<file path="src/rafe_fifo.sv">
`timescale 1ns / 1ps

module rafe_fifo #(
  parameter int WIDTH = 8,
  parameter int DEPTH = 2
) (
  input  logic             clk,
  input  logic             rst_n,
  input  logic             push,
  input  logic [WIDTH-1:0] push_data,
  input  logic             pop,
  output logic [WIDTH-1:0] pop_data,
  output logic             full,
  output logic             empty
);

  localparam int PW = (DEPTH > 1) ? $clog2(DEPTH) : 1;
  localparam int CW = $clog2(DEPTH + 1);

  logic [WIDTH-1:0] slot_r [DEPTH];
  logic [PW-1:0]    wr_ptr_r, wr_ptr_nxt;
  logic [PW-1:0]    rd_ptr_r, rd_ptr_nxt;
  logic [CW-1:0]    count_r, count_nxt;

  assign full     = (count_r == CW'(DEPTH));
  assign empty    = (count_r == '0);
  assign pop_data = slot_r[rd_ptr_r];

  always_comb begin
    wr_ptr_nxt = wr_ptr_r;
    rd_ptr_nxt = rd_ptr_r;
    count_nxt  = count_r;
    if (push) begin
      wr_ptr_nxt = (wr_ptr_r == PW'(DEPTH - 1)) ? '0 : wr_ptr_r + PW'(1);
    end
    if (pop) begin
      rd_ptr_nxt = (rd_ptr_r == PW'(DEPTH - 1)) ? '0 : rd_ptr_r + PW'(1);
    end
    if (push && !pop) begin
      count_nxt = count_r + CW'(1);
    end else if (pop && !push) begin
      count_nxt = count_r - CW'(1);
    end
  end

  always_ff @(posedge clk) begin
    if (!rst_n) begin
      wr_ptr_r <= '0;
      rd_ptr_r <= '0;
      count_r  <= '0;
    end else begin
      wr_ptr_r <= wr_ptr_nxt;
      rd_ptr_r <= rd_ptr_nxt;
      count_r  <= count_nxt;
    end
  end

  always_ff @(posedge clk) begin
    if (push) begin
      slot_r[wr_ptr_r] <= push_data;
    end
  end

endmodule

</file>
<file path="config.mk">
export PLATFORM = sky130hd
export DESIGN_NAME = rafe_fifo
export DESIGN_NICKNAME = d
export VERILOG_FILES = /design/src/rafe_fifo.sv
export SDC_FILE = /design/constraint.sdc
export NUM_CORES = 1
export LEC_CHECK = 0
export BUFFER_PORTS_ARGS = -buffer_cell sky130_fd_sc_hd__buf_2
export CORE_MARGIN = 4
export CORE_UTILIZATION = 50
export CTS_BUF_LIST = sky130_fd_sc_hd__clkbuf_2
export DETAILED_ROUTE_END_ITERATION = 10
export PLACE_DENSITY_LB_ADDON = 0.2
export REMOVE_ABC_BUFFERS = 1
export SLEW_MARGIN = 30
export SYNTH_ARGS = -nofsm -noshare
export SYNTH_HDL_FRONTEND = slang
export SYNTH_SLANG_ARGS = --single-unit
export TNS_END_PERCENT = 100
</file>
<file path="constraint.sdc">
create_clock -name clk -period 3.8 [get_ports clk]
set_clock_uncertainty 0.1 [all_clocks]
set_input_delay 0 -clock clk [delete_from_list [all_inputs] [get_ports clk]]
set_output_delay 0 -clock clk [all_outputs]
set_load 0.01 [all_outputs]
</file>
==> results of run 1 <==
==> logic make-up (layout without fill, tap and decap cells) <==
kind of cell	count (synthesis)	count (layout)	share of synthesized area
flip-flops	21	21	0.7307
AND/OR/NAND/NOR	9	9	0.07086
multiplexers	8	8	0.1134
AO/OA/AOI/OAI	3	3	0.02520
XOR/XNOR	3	3	0.03308
buffers and inverters	2	37	0.01101
adder cells (fa/ha/maj)	1	1	0.01575
==> report_power, final <==
group | switching, W | leakage [nW] | internal (W)
Sequential | 0.00000916 | 0.192 | 0.000263
Combinational | 0.0000272 | 0.218 | 0.0000391
Clock | 0.0000675 | 0.0164 | 0.0000238
Total | 0.000104 | 0.426 | 0.000326
==> metrics by stage <==
stage	setup slack (ns)	util	total power (W)	instances
after floorplan	2.596	-	0.0003108	46
after global placement	2.504	0.6071	0.0003340	83
after detailed placement	2.442	0.6071	0.0003355	83
after CTS	1.976	0.6935	0.0004335	98
after global routing	1.862	0.6935	0.0004541	98
final	2.000	0.6935	0.0004297	98
==> worst paths after layout <==
path                    from    endpoint  slack (ns)  depth (start not counted)
hold reg to reg   count_r[1]  count_r[1]        0.43                          2
setup / recovery    wr_ptr_r    wr_ptr_r        2.00                          3
setup reg to reg    wr_ptr_r    wr_ptr_r        2.00                          3
hold / removal          push  count_r[1]        0.06                          4
==> cells in the mapped netlist, drive strengths merged <==
master	number	area share
a21boi	1	0.0095
and2	4	0.031
and2b	1	0.011
buf	1	0.0063
dfxtp	5	0.13
edfxtp	16	0.60
ha	1	0.016
inv	1	0.0047
mux2	8	0.11
nor2	1	0.0047
nor2b	2	0.016
o21a	1	0.0095
o21ai	1	0.0063
or3	1	0.0079
xnor2	1	0.011
xor2	2	0.022
==> layout by cell type (no fill, tap or decap) <==
master and count:
inv_1 1, dlygate4sd3_1 11, dfxtp_1 5, and2_1 4
nor2_1 1, edfxtp_1 16, nor2b_1 2, o21a_1 1
xnor2_1 1, xor2_1 2, clkinv_2 1, and2b_2 1
or3_1 1, clkbuf_2 3, ha_1 1, o21ai_0 1
buf_2 21, a21boi_1 1, mux2_2 8
==> final cells by class <==
class	count	area, um2	share of cell area
clock buffer	3	15.01	0.01437
inverter	1	3.754	0.003593
multi-input combinational	24	205.2	0.1964
sequential	21	580.6	0.5557
timing repair buffer	32	215.2	0.2060
clock inverter	1	5.005	0.004790
tap	16	20.02	0.01916
==> flip-flops by register name (all words and copies together), names as in the netlist, named ones only <==
signal / flops
count_r: 2
slot_r: 16
wr_ptr_r: 1
rd_ptr_r: 1
==> worst max-delay path, delay by kind of cell (launching register included) <==
family,cells,cell delay (ns)
buf+inv,1,0.54
compound gates,1,0.22
flops,1,0.36
simple gates,1,0.54
==> routing by layer <==
| metal | wire length [um] | up-vias | part of all wire |
|---|---|---|---|
| met4 | 21 | 0 | 0.016 |
| met2 | 670 | 14 | 0.52 |
| met5 | 0 | - | 0 |
| met1 | 517 | 219 | 0.40 |
| li1 | - | 241 | - |
| met3 | 73 | 2 | 0.057 |
==> flow_summary.ini, run 1 <==
[sta]
hold_ws_ns = 0.05800
clock.fmax_ghz = 0.5555
finalCritPeriodShare = 0.4737
fin_crit_ns = 1.800
finalSetupViolCount = 0
worst_pin_slew_ns = 0.6831
max_slew_margin = 0.5437
rsz0062_at_grt = no
slew_violations = 0
tns_ns = 0
finalHoldViolations = 0

[placed_design]
port_buffers = 21
place.gp.congestion = 0.6507
postPlaceCellArea_um2 = 914.6

[synth]
ys_ff_latch = 21
yosysSeqAreaShare = 0.7307
syn_inst = 47
syn_area_um2 = 794.5
syn_avg_cell_area_um2 = 16.90
yosysWarningCount = 0
yosysUniqueCellTypes = 16

[drt]
routed_via_density = 4.857
wl_mm = 1.282
avgRoutedWirePerCell_um = 13.08
drt_pre_antenna_iters = 4
drc = 0
antenna_left = 0
drtIter0Drc = 2
vias = 476

[power_and_ir_drop]
p_leak_nw = 0.4261
peakVddDrop_uv = 271.0
power_density_nw_per_um2 = 411.3

[critical_path]
critical_path_class = flop to flop
cp.arrival_ns = 1.97
cp_max_fo = 9
crit_slowest_cell = nor2b_1
cpPeakStageDelay_ns = 0.54
cp.required_ns = 3.97
worstPathCellList = nor2b_1, o21a_1, dlygate4sd3_1
startpoint_type = flop
worstSetupEndpointType = flop

[layout]
drive_gt1_frac = 0.4146
stdcell_area_um2 = 1045
layout.nets = 96
area_growth_pct = 31.50
antenna_cells = 0
num-fill-cells = 115

[cts]
htreeDepth = 1
cts_sinks = 21
cts-hold-fix-buffers = 11
clock_path_buffers = 2
path_clk_slew_ns = 0.18
insertion_delay_ns = 0.31
post_cts_resized = 0
post_cts_buffers = 0
numCtsBuffers = 3
root_buffer = clkbuf_2
cts_tree = yes

[floorplanning]
pin_count = 22
initial_core_util = 0.5274
fp.dieH_um = 47.86
dieArea_um2 = 2291
die_w_um = 47.86
rows = 14
coreArea_um2 = 1506

[status]
status = finished clean

[global_route]
use_met1 = 0.1595
grt_usage = 0.1394
busiest_layer = met2
met3_usage = 0.03759
grt_overflow = 0
use_met2 = 0.2322
grt_start_max_net_pins = 13
antenna_found_initial = 0
grt_pass1_wl_mm = 2.090
grt_pass1_vias = 485

[job]
drv_cap = 0

[hold_path]
min_path_type = input pin to flop
No activity file was read; power rests on OpenSTA's default activity.
==> run 2, diff against run 1 <==
CORE_UTILIZATION = 47   (was 50)
clock period = 1.6 ns   (was 3.8 ns; I/O delays follow)
==> run 2 against run 1 <==
  * Register-to-register slack got worse by 1.8 ns
  * Die area increased by 5.3%
  * Combinational power increased to 2.5 times the previous value
  * Sequential cell count unchanged
  * Sequential share of layout area decreased by 1.2 points
  * Clock power increased by 130%
  * First-iteration DRC count increased by 50%
  * Hold slack improved by 0.25 ns
==> flow_summary.ini, run 2 (synthesized netlist as in run 1, its figures left out) <==
[status]
status = finished clean

[sta]
clock.fmax_ghz = 0.7280
finalCritPeriodShare = 0.8585
finalSetupViolCount = 0
fin_crit_ns = 1.374
finalHoldViolations = 0
rsz0062_at_grt = no
max_slew_margin = 0.7570
slew_violations = 0
tns_ns = 0
worst_pin_slew_ns = 0.3644

[cts]
numCtsBuffers = 3
cts_tree = yes
insertion_delay_ns = 0.29
htreeDepth = 1
path_clk_slew_ns = 0.18
clock_path_buffers = 2
root_buffer = clkbuf_2
cts_sinks = 21

[hold_path]
min_path_type = input pin to flop

[floorplanning]
die_w_um = 49.12
pin_count = 22
coreArea_um2 = 1559
fp.dieH_um = 49.12
rows = 14
initial_core_util = 0.5096
dieArea_um2 = 2412

[drt]
avgRoutedWirePerCell_um = 12.48
drt_pre_antenna_iters = 4
drc = 0
antenna_left = 0
wl_mm = 1.260
drtIter0Drc = 3
routed_via_density = 4.743
vias = 479

[layout]
final_core_util = 0.6870
num-fill-cells = 115
largest_reg_flops = 16
area_growth_pct = 34.80
drive_gt1_frac = 0.4353
final_common_cell = buf_2
antenna_cells = 0
multi_input_area_um2 = 205.2
layout_common_cells = buf_2, edfxtp_1, dlygate4sd3_1
largest_register = slot_r
reg_top3 = slot_r: 16 flops, count_r: 2 flops
layout.nets = 99
regArea_um2 = 581.8

[critical_path]
cp.required_ns = 1.75
cpPeakStageDelay_ns = 0.54
worstPathCellList = dlygate4sd3_1, buf_2, ha_1, or3_1, a21boi_1
cp.arrival_ns = 1.52
startpoint_type = input pin
reg2reg_slack_ns = 0.23
cp_max_fo = 4
critical_path_class = input pin to flop
worstSetupEndpointType = flop
crit_slowest_cell = dlygate4sd3_1

[power_and_ir_drop]
total_power_w = 0.001022
p_leak_nw = 0.4406
power_density_nw_per_um2 = 954.4
peakVddDrop_uv = 469.5

[global_route]
grt_start_max_net_pins = 12
antenna_found_initial = 0
grt_pass1_vias = 510
grt_usage = 0.1186
grt_overflow = 0
grt_pass1_wl_mm = 2.180

[placed_design]
port_buffers = 21
post-dp-hpwl_um = 858.7
place.gp.congestion = 0.6925

[job]
drv_cap = 0
[run 2: cell types whose count changed in the layout (fill, tap and decap cells not counted)]
cell	before	now
buf_4	0	2
clkbuf_2	3	4
clkinv_2	1	0
dfxtp_1	5	4
dfxtp_2	0	1
dlygate4sd3_1	11	12
[run 2: power breakdown]
part           switching (W)  internal, W
Clock               0.000143    0.0000662
Combinational      0.0000666     0.000100
Sequential         0.0000215     0.000625
Total               0.000231     0.000791
[run 2: final timing paths]
path | start | end | cells past startpoint
worst max register to register | rd_ptr_r | flop | 3
worst min-delay path | push_data[0] | slot_r[0][0] | 2
worst min register to register | count_r[1] | count_r[1] | 2
worst max-delay path | push | count_r[1] | 5
[run 2: what timing repair did]
| action | in CTS | in global routing |
|---|---|---|
| hold endpoints to repair | 21 | 0 |
| hold buffers | 12 | 0 |
| endpoints found under the setup margin | 0 | 2 |
| setup buffers | 0 | 0 |
| resized for setup | 0 | 1 |
[run 2: through the flow]
stage / cell area [um2] / instances / hold slack (ns) / setup WS (ns)
floorplan: 789.5 / 46 / -0.001131 / 0.3957
global placement: 929.6 / 85 / 0.09442 / 0.4775
detailed placement: 929.6 / 85 / 0.09413 / 0.4462
CTS: 1070 / 101 / 0.2865 / 0.07209
global route: 1071 / 101 / 0.2664 / 0.1334
finish: 1071 / 101 / 0.3106 / 0.2264
[run 2: routing by layer]
| layer | track usage | share of wire |
|---|---|---|
| met1 | 0.1223 | 0.41 |
| met2 | 0.2321 | 0.54 |
| met4 | 0.02844 | 0 |
| met3 | 0.03058 | 0.041 |
| met5 | 0 | 0 |
[run 2: worst max-delay path, delay by kind of cell]
kind	cells	cell delay (ns)
buf+inv	2	0.68
simple gates	1	0.37
fa+ha+maj	1	0.33
compound gates	1	0.14
[run 2: area by class of cell]
type	instances	share of cell area
repair buffers	35	0.2243
clock buffers	4	0.01869
multi-input cells	24	0.1916
inverters	1	0.003505
flip-flops and latches	21	0.5432
well taps	16	0.01869
==> run 3, diff against run 2 <==
CORE_UTILIZATION = 50   (was 47)
clock period = 1.75 ns   (was 1.6 ns; I/O delays follow)
==> run 3 against run 2 <==
  * Die area fell by 5.0%
  * Critical endpoint is now pop_data[3]
  * First-iteration DRC count is 33% lower
  * Sequential power decreased by 8.7%
  * Highest routed layer unchanged
  * Cell area is 0.82% lower
  * Via count fell by 3.3%
==> flow_summary.ini, run 3 (synthesized netlist as in run 1, its figures left out) <==
[sta]
final.setup.worst_slack_ns = 0.2800
tns_ns = 0
max_slew_margin = 0.7413
finalHoldViolations = 0
finalSetupViolCount = 0
rsz0062_at_grt = no
worst_pin_slew_ns = 0.3880
finalCritPeriodShare = 0.8400
clock.fmax_ghz = 0.6803
slew_violations = 0
fin_crit_ns = 1.470

[power_and_ir_drop]
p_leak_nw = 0.4354
peakVddDrop_uv = 580.0
power_density_nw_per_um2 = 877.1

[critical_path]
cp.arrival_ns = 1.37
reg2reg_slack_ns = 0.36
crit_slowest_cell = dfxtp_1
worstPathCellList = mux2_2, buf_2
reg2regPathDepth = 3
critical_path_class = flop to output port
cp.required_ns = 1.65
r2r-start = rd_ptr_r
worstSetupEndpointType = output port
cpPeakStageDelay_ns = 0.56
crit_family = flip-flops
cp_max_fo = 8
startpoint_type = flop
cp_num_buf_inv = 1

[floorplanning]
fp.dieH_um = 47.86
pin_count = 22
rows = 14
dieArea_um2 = 2291
coreArea_um2 = 1506
die_w_um = 47.86
initial_core_util = 0.5274

[job]
drv_cap = 0

[drt]
vias = 463
routed_via_density = 4.630
antenna_left = 0
drtIter0Drc = 2
wl_mm = 1.264
drt_pre_antenna_iters = 3
drc = 0
avgRoutedWirePerCell_um = 12.64

[layout]
reg_top3 = slot_r: 16 flops, count_r: 2 flops
drive_gt1_frac = 0.4167
layout_common_cells = buf_2, edfxtp_1, dlygate4sd3_1
final_common_cell = buf_2
layout.nets = 98
antenna_cells = 0
area_growth_pct = 33.70
largest_reg_flops = 16
largest_register = slot_r

[cts]
numCtsBuffers = 3
insertion_delay_ns = 0.29
cts_sinks = 21
post_cts_buffers = 0
cts_tree = yes
root_buffer = clkbuf_2
htreeDepth = 1
path_clk_slew_ns = 0.18
clock_path_buffers = 2

[placed_design]
pre_cts_ws_ns = 0.5115
port_buffers = 21
post-dp-hpwl_um = 844.5
place.gp.congestion = 0.6824

[global_route]
antenna_found_initial = 0
grt_overflow = 0
grt_pass1_wl_mm = 1.959
grt_start_max_net_pins = 12
grt_pass1_vias = 455
grt_usage = 0.1272

[hold_path]
hold_path_depth = 2
min_to = slot_r[1][4]
min_from = push_data[4]
min_path_type = input pin to flop

[status]
status = finished clean
[run 3: metal layers]
layer | global-route usage | up-vias | wire length [um]
met5 | 0 | - | 0
met4 | 0.03226 | 0 | 0
met3 | 0.03383 | 0 | 63
met2 | 0.2216 | 12 | 672
met1 | 0.1555 | 206 | 527
li1 | - | 245 | -
[run 3: layout make-up]
type                    instances  area (um2)
clock buffers                   4       20.02
fillers                       110       444.2
inverters                       1       3.754
multi-input cells              24       205.2
flip-flops and latches         21       580.6
well taps                      16       20.02
repair buffers                 34       232.7
[run 3: timing repair]
action	CTS	global route
hold buffers	12	0
resized for setup	0	0
hold endpoints to repair	21	0
[run 3: worst max-delay path by stage]
stage	startpoint	endpoint	slack, ns	cells past startpoint
after floorplan	wr_ptr_r	slot_r[0][0]	0.55	1
after global placement	wr_ptr_r	slot_r[0][4]	0.55	2
after detailed placement	wr_ptr_r	slot_r[0][4]	0.51	2
after CTS	flop	pop_data[0]	0.23	2
after global routing	flop	pop_data[4]	0.17	2
final	flop	pop_data[3]	0.28	2
[run 3: through the flow]
| stage | total power (W) | cells | util | instance area [um2] | hold slack, ns |
|---|---|---|---|---|---|
| floorplan | 0.0006750 | 46 | - | 789.5 | -0.001131 |
| global placement | 0.0007269 | 84 | 0.6121 | 922.1 | 0.09066 |
| detailed placement | 0.0007313 | 84 | 0.6121 | 922.1 | 0.09067 |
| CTS | 0.0009379 | 100 | 0.7052 | 1062 | 0.3079 |
| global route | 0.0009883 | 100 | 0.7052 | 1062 | 0.2830 |
| finish | 0.0009318 | 100 | 0.7052 | 1062 | 0.3183 |
[run 3: where the power goes]
group	internal [W]	switching, W	total (W)
logic	0.0000893	0.0000610	0.000150
clock network	0.0000606	0.000131	0.000192
registers	0.000570	0.0000194	0.000590
total	0.000720	0.000211	0.000932
