### src/rafe_pkg.sv
`timescale 1ns / 1ps

package rafe_pkg;

  localparam int OPCODE_W   = 2;
  localparam int POS_W      = 13;
  localparam int SIZE_W     = 14;
  localparam int COLOR_W    = 32;
  localparam int CFG_IDX_W  = 1;
  localparam int CFG_DATA_W = 12;
  localparam int ACT_W_W    = 12;
  localparam int ACT_H_W    = 7;
  localparam int CHAN_W     = 8;
  localparam int BLEND_W    = 16;

  localparam logic [CFG_IDX_W-1:0] REG_ACTIVE_WIDTH  = 1'b0;
  localparam logic [CFG_IDX_W-1:0] REG_ACTIVE_HEIGHT = 1'b1;

  localparam logic [CHAN_W-1:0] CHAN_MAX = 8'hff;

  typedef enum logic [OPCODE_W-1:0] {
    OP_CLEAR = 2'd0,
    OP_FILL  = 2'd1,
    OP_READ  = 2'd2,
    OP_NONE  = 2'd3
  } cmd_kind_t;

  typedef enum logic [2:0] {
    BK_INIT,
    BK_IDLE,
    BK_CLEAR,
    BK_FILL_RD,
    BK_FILL_MUL,
    BK_FILL_WR,
    BK_READ_RD,
    BK_READ_OUT
  } back_state_t;

  // Exact floor(v / 255) for any v up to 255 * 255.
  function automatic logic [CHAN_W-1:0] div255(input logic [BLEND_W-1:0] v);
    logic [BLEND_W:0] t;
    t = {1'b0, v} + 17'd1 + {9'd0, v[BLEND_W-1:CHAN_W]};
    return t[BLEND_W-1:CHAN_W];
  endfunction

endpackage

### src/rafe_front.sv
`timescale 1ns / 1ps

module rafe_front #(
  parameter int MAX_WIDTH  = 2048,
  parameter int MAX_HEIGHT = 64
) (
  input  logic                                    clk,
  input  logic                                    rst_n,
  input  logic                                    cfg_we,
  input  logic [rafe_pkg::CFG_IDX_W-1:0]          cfg_index,
  input  logic [rafe_pkg::CFG_DATA_W-1:0]         cfg_wdata,
  input  logic                                    start,
  input  logic [rafe_pkg::OPCODE_W-1:0]           in_opcode,
  input  logic signed [rafe_pkg::POS_W-1:0]       in_pos_x,
  input  logic signed [rafe_pkg::POS_W-1:0]       in_pos_y,
  input  logic signed [rafe_pkg::SIZE_W-1:0]      in_rect_w,
  input  logic signed [rafe_pkg::SIZE_W-1:0]      in_rect_h,
  input  logic [rafe_pkg::COLOR_W-1:0]            in_color,
  input  logic                                    hold,
  input  logic                                    q_full,
  output logic                                    busy,
  output logic                                    push,
  output rafe_pkg::cmd_kind_t                     push_kind,
  output logic                                    push_draw,
  output logic [((MAX_WIDTH * MAX_HEIGHT > 1) ?
                 $clog2(MAX_WIDTH * MAX_HEIGHT) : 1)-1:0] push_base,
  output logic [$clog2(MAX_WIDTH + 1)-1:0]        push_cols,
  output logic [$clog2(MAX_HEIGHT + 1)-1:0]       push_rows,
  output logic [rafe_pkg::COLOR_W-1:0]            push_color
);

  localparam int DEPTH = MAX_WIDTH * MAX_HEIGHT;
  localparam int AW    = (DEPTH > 1) ? $clog2(DEPTH) : 1;
  localparam int XW    = $clog2(MAX_WIDTH + 1);
  localparam int YW    = $clog2(MAX_HEIGHT + 1);

  logic [rafe_pkg::ACT_W_W-1:0] act_w_r;
  logic [rafe_pkg::ACT_H_W-1:0] act_h_r;
  logic [XW-1:0]                eff_w;
  logic [YW-1:0]                eff_h;

  logic signed [15:0] xs, ys, wd, hd, x_end, y_end, x0, y0, x1, y1;
  logic               accept;
  rafe_pkg::cmd_kind_t kind;

  logic                s1_valid_r, s1_valid_nxt;
  rafe_pkg::cmd_kind_t s1_kind_r, s1_kind_nxt;
  logic                s1_draw_r, s1_draw_nxt;
  logic [XW-1:0]       s1_x0_r, s1_x0_nxt;
  logic [YW-1:0]       s1_y0_r, s1_y0_nxt;
  logic [XW-1:0]       s1_cols_r, s1_cols_nxt;
  logic [YW-1:0]       s1_rows_r, s1_rows_nxt;
  logic [rafe_pkg::COLOR_W-1:0] s1_color_r;

  always_ff @(posedge clk) begin
    if (!rst_n) begin
      act_w_r <= '0;
      act_h_r <= '0;
    end else if (cfg_we) begin
      unique case (cfg_index)
        rafe_pkg::REG_ACTIVE_WIDTH:  act_w_r <= cfg_wdata;
        rafe_pkg::REG_ACTIVE_HEIGHT: act_h_r <= cfg_wdata[rafe_pkg::ACT_H_W-1:0];
      endcase
    end
  end

  // An area register above the store size counts as the store size.
  assign eff_w = (32'(act_w_r) > 32'(MAX_WIDTH)) ? XW'(MAX_WIDTH) : XW'(act_w_r);
  assign eff_h = (32'(act_h_r) > 32'(MAX_HEIGHT)) ? YW'(MAX_HEIGHT) : YW'(act_h_r);

  assign busy   = hold || (s1_valid_r && q_full);
  assign accept = start && !busy;
  assign push   = s1_valid_r && !q_full;
  assign kind   = rafe_pkg::cmd_kind_t'(in_opcode);

  always_comb begin
    xs    = 16'(in_pos_x);
    ys    = 16'(in_pos_y);
    wd    = signed'(16'(eff_w));
    hd    = signed'(16'(eff_h));
    x_end = xs + 16'(in_rect_w);
    y_end = ys + 16'(in_rect_h);
    x0    = (xs < 16'sd0) ? 16'sd0 : xs;
    y0    = (ys < 16'sd0) ? 16'sd0 : ys;
    x1    = (x_end < wd) ? x_end : wd;
    y1    = (y_end < hd) ? y_end : hd;
  end

  always_comb begin
    s1_kind_nxt = kind;
    s1_draw_nxt = 1'b0;
    s1_x0_nxt   = '0;
    s1_y0_nxt   = '0;
    s1_cols_nxt = eff_w;
    s1_rows_nxt = eff_h;
    unique case (kind)
      rafe_pkg::OP_CLEAR: begin
        s1_draw_nxt = (eff_w != '0) && (eff_h != '0);
      end
      rafe_pkg::OP_FILL: begin
        s1_draw_nxt = (x1 > x0) && (y1 > y0);
        s1_x0_nxt   = XW'(x0);
        s1_y0_nxt   = YW'(y0);
        s1_cols_nxt = XW'(x1 - x0);
        s1_rows_nxt = YW'(y1 - y0);
      end
      rafe_pkg::OP_READ: begin
        s1_draw_nxt = (xs >= 16'sd0) && (xs < wd) && (ys >= 16'sd0) && (ys < hd);
        s1_x0_nxt   = XW'(xs);
        s1_y0_nxt   = YW'(ys);
        s1_cols_nxt = XW'(1);
        s1_rows_nxt = YW'(1);
      end
      rafe_pkg::OP_NONE: begin
        s1_draw_nxt = 1'b0;
      end
    endcase
  end

  always_comb begin
    s1_valid_nxt = s1_valid_r;
    if (accept) begin
      s1_valid_nxt = 1'b1;
    end else if (push) begin
      s1_valid_nxt = 1'b0;
    end
  end

  always_ff @(posedge clk) begin
    if (!rst_n) begin
      s1_valid_r <= 1'b0;
    end else begin
      s1_valid_r <= s1_valid_nxt;
    end
  end

  always_ff @(posedge clk) begin
    if (accept) begin
      s1_kind_r  <= s1_kind_nxt;
      s1_draw_r  <= s1_draw_nxt;
      s1_x0_r    <= s1_x0_nxt;
      s1_y0_r    <= s1_y0_nxt;
      s1_cols_r  <= s1_cols_nxt;
      s1_rows_r  <= s1_rows_nxt;
      s1_color_r <= in_color;
    end
  end

  assign push_kind  = s1_kind_r;
  assign push_draw  = s1_draw_r;
  assign push_base  = AW'(32'(s1_y0_r) * 32'(MAX_WIDTH) + 32'(s1_x0_r));
  assign push_cols  = s1_cols_r;
  assign push_rows  = s1_rows_r;
  assign push_color = s1_color_r;

endmodule

### config.mk
export PLATFORM = sky130hd
export DESIGN_NAME = rafe_front
export DESIGN_NICKNAME = d
export VERILOG_FILES = /design/src/rafe_pkg.sv /design/src/rafe_front.sv
export SDC_FILE = /design/constraint.sdc
export NUM_CORES = 1
export LEC_CHECK = 0
export BUFFER_PORTS_ARGS = -buffer_cell sky130_fd_sc_hd__buf_4
export CAP_MARGIN = 20
export CORE_MARGIN = 1.5
export CORE_UTILIZATION = 50
export CTS_CLUSTER_SIZE = 30
export DETAILED_ROUTE_END_ITERATION = 8
export PLACE_DENSITY_LB_ADDON = 0.25
export SYNTH_ARGS = -nofsm -noshare
export SYNTH_HDL_FRONTEND = slang
export SYNTH_SLANG_ARGS = --single-unit
### constraint.sdc
create_clock -name clk -period 15.6 [get_ports clk]
set_clock_uncertainty 0.05 [all_clocks]
set_input_delay 0.78 -clock clk [delete_from_list [all_inputs] [get_ports clk]]
set_output_delay 0.78 -clock clk [all_outputs]
set_load 0.03 [all_outputs]
==> impl_metrics.yaml, run 1 <==
global_route:
  grt_pass1_wl_mm: 27.9
  grt_pass1_vias: 5426
  antenna_found_initial: 0
  grt_overflow_total: 0
  grt_start_max_net_pins: 74
  grt_usage_pct: 24.6
critical_path:
  critPathLaunchType: "input pin"
  r2r_start: "act_w_r[11]"
  cp_max_fo: 18
  required_ns: 15.65
  reg2reg_slack_ns: 9.61
  path_class: "input pin to flop"
  cp.arrival_ns: 7.31
  cp-end-kind: "flop"
  rr_worst_depth: 17
  r2r-end: "push_draw"
floorplanning:
  die_x_um: 121
  io_pins: 180
  dieHeight_um: 121
  fp-row-count: 42
  dieArea_um2: 14600
  initial_core_util_pct: 51.8
  core_um2: 13400
route:
  avgRoutedWirePerCell_um: 16.9
  drc: 0
  routed_wl_mm: 18.1
  ant_nets: 0
  vias_per_cell: 5.62
  vias: 6035
  first_iter_violations: 388
  firstDrtPassIters: 5
sta:
  setup_violations: 0
  fin_setup_tns_ns: 0
  rsz0062_at_grt: "no"
  timing.slew.headroom_pct: 33.4
  timing.fmax_mhz: 138
  worstMarginPinSlew_ns: 0.998
  hold_viol: 0
  fin_crit_ns: 7.27
  final_max_slew_viol_count: 0
  fin_crit_sh_pct: 46.6
power_and_ir_drop:
  cellLeakagePower_nw: 3.77
  p_total_mw: 0.854
  pwr-share-clk_pct: 30.5
  vdd_drop_max_mv: 0.0618
  sequentialPowerShare_pct: 33.4
  p_per_area_nw_per_um2: 98.0
  p_sw_mw: 0.284
  internal-power_mw: 0.570
  swShare_pct: 33.2
  comb_power_share_pct: 36.1
logic_synthesis:
  async_flop_share_pct: 0
  yosysSeqAreaShare_pct: 36.9
  syn-cell-area_um2: 6950
  synth_seq_cells: 92
  postSynthCellCount: 732
  syn_area_per_cell_um2: 9.49
  synth_cell_types: 62
  synth_edf_count: 72
  synth-main-ff-cell: "edfxtp_1"
  syn_nets: 936
  ys.warnings.count: 0
clock_network:
  postCtsSetupBuffers: 0
  cts_tree: "done"
  clk_latency_ns: 0.35
  clockRootBuffer: "clkbuf_16"
  ctsResizeCount: 0
  clock-sinks: 92
  cts_buffer_depth: 2
  htreeDepth: 3
  cts_buffers: 9
  hold_buffers: 0
  clkSlewWorstSetupHoldPaths_ns: 0.08
finish:
  layout-drive-gt1-share_pct: 22.9
  fin_area_um2: 8720
  syn_to_final_growth_pct: 25.5
  diodes: 0
  final_nets: 1096
worst_hold_path:
  hold_depth: 2
  worstHoldEndpoint: "act_h_r[1]"
  min_path_type: "flop to flop"
  holdCritStartpoint: "act_h_r[1]"
place:
  finalWeightedCongestion: 0.927
  place_area_um2: 8360
  dpl.hpwl_mm: 14.3
  portBuffers: 179
run_status:
  outcome: "finished clean"
flow_run:
  cap_violations: 0
## placed cells by master (no fill, tap or decap), types with 5 or more instances in the layout
| cell | n |
|---|---|
| a211oi_1 | 9 |
| a21boi_0 | 19 |
| a21o_1 | 20 |
| a21oi_1 | 40 |
| and2_1 | 15 |
| buf_4 | 179 |
| clkbuf_16 | 9 |
| dfxtp_1 | 20 |
| edfxtp_1 | 72 |
| ha_1 | 93 |
| inv_1 | 32 |
| nand2_1 | 84 |
| nand2b_1 | 18 |
| nand3_1 | 24 |
| nand4_1 | 9 |
| nor2_1 | 46 |
| nor2b_1 | 18 |
| nor3_1 | 8 |
| nor4_1 | 8 |
| o211ai_1 | 5 |
| o21a_1 | 8 |
| o21ai_0 | 26 |
| o21ai_1 | 11 |
| o21bai_1 | 5 |
| o22ai_1 | 12 |
| or3_1 | 5 |
| xnor2_1 | 16 |
| xor2_1 | 15 |
## layer usage
layer,vias to the layer above,share of wire (%),track usage (%),wire length (µm)
li1,3024,-,-,-
met1,2764,47,34.7,8560
met2,227,45,39.5,8110
met3,20,6.5,4.51,1180
met4,0,1.4,5.88,248
met5,-,0,0,0
## cells in the mapped netlist (3+ instances only)
library cell | n | area share, %
nand3_1 | 24 | 1.7
dfxtp_1 | 20 | 5.8
mux2_2 | 3 | 0.49
o21bai_1 | 5 | 0.54
ha_1 | 93 | 17
a31o_1 | 3 | 0.38
and3_1 | 4 | 0.36
xor2_1 | 15 | 1.9
o41ai_1 | 4 | 0.50
and2_1 | 16 | 1.4
or3_1 | 5 | 0.45
o21ai_1 | 11 | 0.79
o21a_1 | 8 | 0.86
nand2_1 | 84 | 4.5
o22ai_1 | 12 | 1.1
mux2i_1 | 4 | 0.58
inv_1 | 32 | 1.7
a211oi_1 | 9 | 0.97
nor3_1 | 8 | 0.58
nor4_1 | 8 | 0.72
nor2_1 | 46 | 2.5
nand4_1 | 9 | 0.81
a21boi_0 | 19 | 2.1
o2111ai_1 | 3 | 0.38
o21ai_0 | 26 | 1.9
edfxtp_1 | 72 | 31
o32ai_1 | 4 | 0.50
a21o_1 | 20 | 2.2
xnor2_1 | 16 | 2.0
a211o_1 | 3 | 0.38
a21oi_1 | 40 | 2.9
a31oi_1 | 3 | 0.27
nand2b_1 | 18 | 1.6
o211ai_1 | 5 | 0.54
nor2b_1 | 18 | 1.6
buf_4 | 11 | 1.2
clkbuf_1 | 19 | 1.0
fa_1 | 4 | 1.2
## power by group through the flow
| stage | logic, mW | clock network, mW | registers, mW |
|---|---|---|---|
| after floorplan | 0.203 | 0 | 0.303 |
| after global placement | 0.301 | 0 | 0.290 |
| after detailed placement | 0.303 | 0 | 0.291 |
| after CTS | 0.305 | 0.264 | 0.285 |
| after global routing | 0.339 | 0.275 | 0.286 |
| final | 0.308 | 0.261 | 0.285 |
## cells by family after synthesis
group	Yosys count	share of synthesized area (%)
AND/OR/NAND/NOR	249	17.4
buffers and inverters	63	4.00
adder cells (fa/ha/maj)	97	17.9
AO/OA/AOI/OAI	193	18.8
multiplexers	7	1.06
flip-flops	92	36.9
XOR/XNOR	31	3.91
## how the worst max path moves through the flow
stage	startpoint	endpoint	slack [ns]	cells after the start
after global routing	in_pos_x[0]	push_draw	7.89	24
after floorplan	in_pos_x[0]	push_draw	8.90	26
after global placement	in_pos_x[0]	push_draw	8.28	25
final	in_pos_x[0]	push_draw	8.33	24
after detailed placement	in_pos_x[0]	push_draw	8.08	24
after CTS	in_pos_x[0]	push_draw	8.42	24
## registers in the layout (all words and copies together), names as in the netlist
name and flops:
act_h_r 7, s1_y0_r 6, act_w_r 12, push_rows 7, push_draw 1, s1_valid_r 1, push_color 32, push_kind 2
push_cols 12, s1_x0_r 12
## through the flow
step	utilization (%)	hold slack [ns]	instances	worst slack (ns)
3_3_place_gp	62.4	0.417	1057	8.28
2_1_floorplan	-	0.402	732	8.90
6_report	65.1	0.429	1073	8.33
5_1_grt	65.1	0.453	1073	7.89
3_5_place_dp	62.4	0.421	1057	8.08
4_1_cts	65.1	0.431	1073	8.42
## critical path, stage by stage
cell and delay [ns]:
buf_4 0.12, ha_1 0.23, fa_1 0.43, a211oi_1 0.38
o21ai_1 0.15, a21o_1 0.20, a21oi_1 0.31, o21bai_1 0.15
a21oi_1 0.19, xnor2_1 0.14, ha_1 0.26, a21o_1 0.18
a221oi_1 0.24, o211ai_1 0.14, ha_1 0.53, clkinv_1 0.49
o21ai_0 0.30, ha_1 0.32, a2111oi_1 0.59, o21ai_1 0.20
a221oi_1 0.40, o21ai_0 0.17, a211oi_1 0.32, a221oi_2 0.09
## cell type report
cell class,instances,area [µm²]
Tap cell,176,220
Fill cell,1173,4680
Inverter,33,124
Clock buffer,9,225
Timing Repair Buffer,179,1340
Clock inverter,7,135
Sequential cell,92,2560
Multi-Input combinational cell,577,4110
No activity file was read; power rests on OpenSTA's default activity.
==> run 2: changes to the inputs <==
--- a/config.mk
+++ b/config.mk
@@ -8,7 +8,7 @@
 export BUFFER_PORTS_ARGS = -buffer_cell sky130_fd_sc_hd__buf_4
 export CAP_MARGIN = 20
 export CORE_MARGIN = 1.5
-export CORE_UTILIZATION = 50
+export CORE_UTILIZATION = 49
 export CTS_CLUSTER_SIZE = 30
 export DETAILED_ROUTE_END_ITERATION = 8
 export PLACE_DENSITY_LB_ADDON = 0.25
==> constraint.sdc (replaced) <==
create_clock -name clk -period 6.41 [get_ports clk]
set_clock_uncertainty 0.05 [all_clocks]
set_input_delay 0.3205 -clock clk [delete_from_list [all_inputs] [get_ports clk]]
set_output_delay 0.3205 -clock clk [all_outputs]
set_load 0.03 [all_outputs]
==> impl_metrics.yaml, run 2 (same netlist as run 1, synthesis figures left out) <==
clock_network:
  cts_tree: "done"
  ctsResizeCount: 0
  cts_buffer_depth: 2
  clockRootBuffer: "clkbuf_16"
  clkSlewWorstSetupHoldPaths_ns: 0.07
  hold_buffers: 0
  clock-sinks: 92
  cts_buffers: 9
  postCtsSetupBuffers: 0
  htreeDepth: 3
  clk_latency_ns: 0.35
global_route:
  grt_pass1_wl_mm: 27.3
  grt_usage_pct: 23.4
  grt_pass1_vias: 5505
  antenna_found_initial: 0
  grt_overflow_total: 0
  grt_start_max_net_pins: 74
critical_path:
  cp-end-kind: "flop"
  worst_path_largest_cell_delay_ns: 0.46
  path_buf_inv: 2
  crit_family: "compound AO/OA/AOI/OAI gates"
  cpMaxStageDelayCell: "a2111oi_1"
  cp.arrival_ns: 6.01
  required_ns: 6.45
  crit_chain: "buf_4, ha_1, fa_1, a211oi_1, o21ai_1, a21o_1, a21oi_1, o21bai_1, a21oi_1, xnor2_1, ha_1, a21o_1, a221oi_1, o211ai_1, ha_1, clkinv_1, o21ai_0, ha_1, a2111oi_1, o21ai_1, a221oi_1, o21ai_0, a211oi_1, a221oi_2"
  critPathLaunchType: "input pin"
  cp_max_fo: 14
  path_class: "input pin to flop"
  cp_common_cell: "ha_1"
power_and_ir_drop:
  cellLeakagePower_nw: 3.76
  vdd_drop_max_mv: 0.146
  p_per_area_nw_per_um2: 227
sta:
  rsz0062_at_grt: "no"
  timing.hold.ws_ns: 0.0996
  fin_crit_ns: 5.97
  fin_crit_sh_pct: 93.1
  fin_setup_tns_ns: 0
  hold_viol: 0
  setup_violations: 0
  timing.slew.headroom_pct: 36.7
  worstMarginPinSlew_ns: 0.949
  final_max_slew_viol_count: 0
  timing.fmax_mhz: 168
finish:
  layout_commonest_cell: "buf_4"
  largest_register_ff_count: 32
  syn_to_final_growth_pct: 25.3
  diodes: 0
  final_nets: 1103
  layout_common_cells: "buf_4, ha_1, nand2_1"
  layout-drive-gt1-share_pct: 23.5
place:
  dpl.hpwl_mm: 13.9
  portBuffers: 179
  finalWeightedCongestion: 0.969
route:
  drc: 0
  vias_per_cell: 5.62
  vias: 6087
  avgRoutedWirePerCell_um: 16.1
  ant_nets: 0
  firstDrtPassIters: 5
  first_iter_violations: 412
  routed_wl_mm: 17.5
floorplanning:
  dieArea_um2: 14900
  io_pins: 180
  core_um2: 13900
  die_x_um: 122
  dieHeight_um: 122
  initial_core_util_pct: 50.0
  fp-row-count: 43
run_status:
  outcome: "finished clean"
flow_run:
  cap_violations: 0
worst_hold_path:
  min_path_type: "input pin to flop"
-- run 2: changes by cell type in the layout (fill, tap and decap cells not counted), sizes merged --
cell | previous run | this run
clkinv | 4 | 3
clkinvlp | 0 | 2
bufinv | 3 | 0
inv | 33 | 35
buf | 179 | 186
-- run 2: layout make-up --
type	instances	area, µm²
fillers	1230	5180
multi-input cells	577	4110
flip-flops and latches	92	2560
repair buffers	186	1400
clock buffers	9	225
well taps	180	225
inverters	33	124
clock inverters	7	60.1
-- run 2: final timing paths --
path / startpoint / to / slack (ns) / cells after the start
min reg2reg: act_w_r[0] / act_w_r[0] / 0.43 / 2
min: in_color[29] / push_color[29] / 0.1 / 1
max reg2reg: act_w_r[11] / push_draw / 1.16 / 17
max: in_pos_x[0] / push_draw / 0.44 / 24
-- run 2: routing by layer --
metal | vias to the layer above | routed length (µm) | track usage [%] | share of wire, %
met5 | - | 0 | 0 | 0
met4 | 0 | 343 | 7.78 | 2.0
met3 | 22 | 1480 | 3.84 | 8.4
met2 | 244 | 7690 | 36.7 | 44
met1 | 2790 | 8000 | 32.8 | 46
li1 | 3031 | - | - | -
-- run 2: per-stage QoR --
| stage | cell area, µm² | util [%] | total power, mW | worst slack [ns] | cells |
|---|---|---|---|---|---|
| after CTS | 8700 | 62.7 | 1.98 | 0.499 | 1084 |
| after floorplan | 6950 | - | 1.23 | 0.168 | 732 |
| after global routing | 8700 | 62.7 | 2.09 | 0.127 | 1084 |
| after detailed placement | 8420 | 60.6 | 1.46 | 0.200 | 1068 |
| final | 8700 | 62.7 | 1.97 | 0.443 | 1084 |
| after global placement | 8420 | 60.6 | 1.45 | 0.290 | 1068 |
-- run 2: worst register-to-register path, stage by stage, from the launching register on --
cell and delay, ns:
dfxtp_1 0.40, inv_1 0.29, nand2_1 0.23, ha_1 0.36
a21o_1 0.18, a211o_1 0.30, a211oi_1 0.30, o211ai_1 0.15
ha_1 0.32, clkinv_1 0.30, o21ai_0 0.27, ha_1 0.28
a2111oi_1 0.46, o21ai_1 0.17, a221oi_1 0.36, o21ai_0 0.17
a211oi_1 0.31, a221oi_2 0.10
-- run 2: where the power goes --
part / total, mW / switching, mW / internal (mW)
registers: 0.694 / 0.0140 / 0.680
logic: 0.761 / 0.427 / 0.334
clock network: 0.518 / 0.248 / 0.270
==> run 3: changes to the inputs <==
--- a/config.mk
+++ b/config.mk
@@ -7,7 +7,7 @@
 export LEC_CHECK = 0
 export BUFFER_PORTS_ARGS = -buffer_cell sky130_fd_sc_hd__buf_4
 export CAP_MARGIN = 20
-export CORE_MARGIN = 1.5
+export CORE_MARGIN = 5
 export CORE_UTILIZATION = 49
 export CTS_CLUSTER_SIZE = 30
 export DETAILED_ROUTE_END_ITERATION = 8
==> impl_metrics.yaml, run 3 (same netlist as run 1, synthesis figures left out) <==
sta:
  worstMarginPinSlew_ns: 0.982
  rsz0062_at_grt: "no"
  layout_setup_ws_ns: 0.648
  setup_violations: 0
  fin_crit_ns: 5.76
  timing.hold.ws_ns: 0.0980
  final_max_slew_viol_count: 0
  fin_crit_sh_pct: 89.9
  timing.fmax_mhz: 174
  hold_viol: 0
  fin_setup_tns_ns: 0
  timing.slew.headroom_pct: 34.5
route:
  ant_nets: 0
  avgRoutedWirePerCell_um: 17.7
  first_iter_violations: 367
  routed_wl_mm: 19.2
  vias: 6111
  vias_per_cell: 5.64
  firstDrtPassIters: 7
  drc: 0
place:
  place_area_um2: 8410
  portBuffers: 179
  finalWeightedCongestion: 0.936
  pre_cts_ws_ns: 0.221
  dpl.hpwl_mm: 15.1
critical_path:
  reg2reg_slack_ns: 1.37
  crit_start: "in_pos_x[0]"
  endpoint: "push_draw"
  required_ns: 6.45
  path_class: "input pin to flop"
  critPathLaunchType: "input pin"
  cp.arrival_ns: 5.81
  r2r_start: "act_w_r[11]"
  rr_worst_depth: 19
  cp-end-kind: "flop"
  cp_max_fo: 11
  r2r-end: "push_draw"
power_and_ir_drop:
  pwr-share-clk_pct: 26.3
  p_sw_mw: 0.701
  vdd_drop_max_mv: 0.136
  internal-power_mw: 1.28
  sequentialPowerShare_pct: 35.0
  comb_power_share_pct: 38.8
  cellLeakagePower_nw: 3.77
  p_per_area_nw_per_um2: 228
  swShare_pct: 35.3
clock_network:
  postCtsSetupBuffers: 0
  clkSlewWorstSetupHoldPaths_ns: 0.07
  clockRootBuffer: "clkbuf_16"
  cts_tree: "done"
  cts_buffers: 9
  clock-sinks: 92
  htreeDepth: 3
  clk_latency_ns: 0.35
  cts_buffer_depth: 2
floorplanning:
  fp-row-count: 43
  io_pins: 180
  dieHeight_um: 129
  dieArea_um2: 16700
  die_x_um: 129
  core_um2: 13900
  initial_core_util_pct: 50.0
global_route:
  grt_usage_pct: 22.4
  grt_pass1_wl_mm: 29.6
  antenna_found_initial: 0
  grt_start_max_net_pins: 74
  grt_overflow_total: 0
  grt_pass1_vias: 5767
finish:
  syn_to_final_growth_pct: 25.3
  layout-drive-gt1-share_pct: 23.7
  final_nets: 1102
  diodes: 0
  fin_area_um2: 8710
  largest_register_ff_count: 32
  layout_commonest_cell: "buf_4"
  layout_common_cells: "buf_4, ha_1, nand2_1"
flow_run:
  cap_violations: 0
worst_hold_path:
  min_path_type: "input pin to flop"
run_status:
  outcome: "finished clean"
==> run 3: cell types whose count changed in the layout (fill, tap and decap cells not counted), sizes merged <==
| cell | before | now |
|---|---|---|
| buf | 186 | 185 |
| clkinv | 3 | 4 |
| clkinvlp | 2 | 0 |
| inv | 35 | 36 |
==> run 3: repair_timing <==
item | 4_1_cts | 5_1_grt
hold buffers | 0 | 0
setup endpoints to repair | 0 | 1
gates resized for setup | 0 | 3
==> run 3: per-layer routing <==
metal | global-route usage [%] | share of wire (%) | up-vias
li1 | - | - | 3037
met4 | 5.56 | 1.3 | 0
met5 | 0 | 0 | -
met3 | 3.79 | 8.4 | 19
met1 | 31.9 | 45 | 2817
met2 | 35.9 | 45 | 238
==> run 3: power groups by stage <==
stage               clock network, mW  logic [mW]  registers (mW)
finish                          0.522       0.770           0.694
global route                    0.554       0.856           0.697
CTS                             0.531       0.760           0.694
detailed placement                  0       0.754           0.707
global placement                    0       0.749           0.706
floorplan                           0       0.493           0.739
==> run 3: worst min-delay path by stage <==
stage | start | end | cells after the start
after CTS | in_color[17] | push_color[17] | 1
after floorplan | in_color[0] | push_color[0] | 0
after global routing | in_color[3] | push_color[3] | 1
after global placement | act_w_r[8] | act_w_r[8] | 2
after detailed placement | act_w_r[7] | act_w_r[7] | 2
final | in_color[19] | push_color[19] | 1
==> run 3: cell type report <==
type                            count  area (µm²)
Sequential cell                    92        2560
Fill cell                        1227        5170
Multi-Input combinational cell    577        4120
Clock inverter                      7        56.3
Inverter                           33         124
Timing Repair Buffer              185        1390
Clock buffer                        9         225
Tap cell                          180         225
==> run 3: through the flow <==
stage          total power, mW  cells  utilization (%)
2_1_floorplan             1.23    732                -
3_3_place_gp              1.46   1067             60.6
3_5_place_dp              1.46   1067             60.6
4_1_cts                   1.98   1083             62.6
5_1_grt                   2.11   1083             62.7
6_report                  1.99   1083             62.7
==> run 3: worst max-delay path, cell delays in order <==
cell and delay (ns):
buf_4 0.13, ha_1 0.25, fa_1 0.45, a211oi_2 0.29, o21ai_1 0.13, a21o_1 0.20
a21oi_1 0.20, o21bai_1 0.12, a21oi_1 0.19, xnor2_1 0.14, ha_1 0.26, a21o_1 0.18
a221oi_1 0.23, o211ai_1 0.13, ha_1 0.32, clkinv_1 0.23, buf_4 0.25, and3_1 0.15
a311oi_1 0.23, nand3_1 0.11, ha_1 0.30, nand4_1 0.11, o311ai_0 0.35, o21ai_0 0.14
a211oi_1 0.28, a221oi_2 0.09
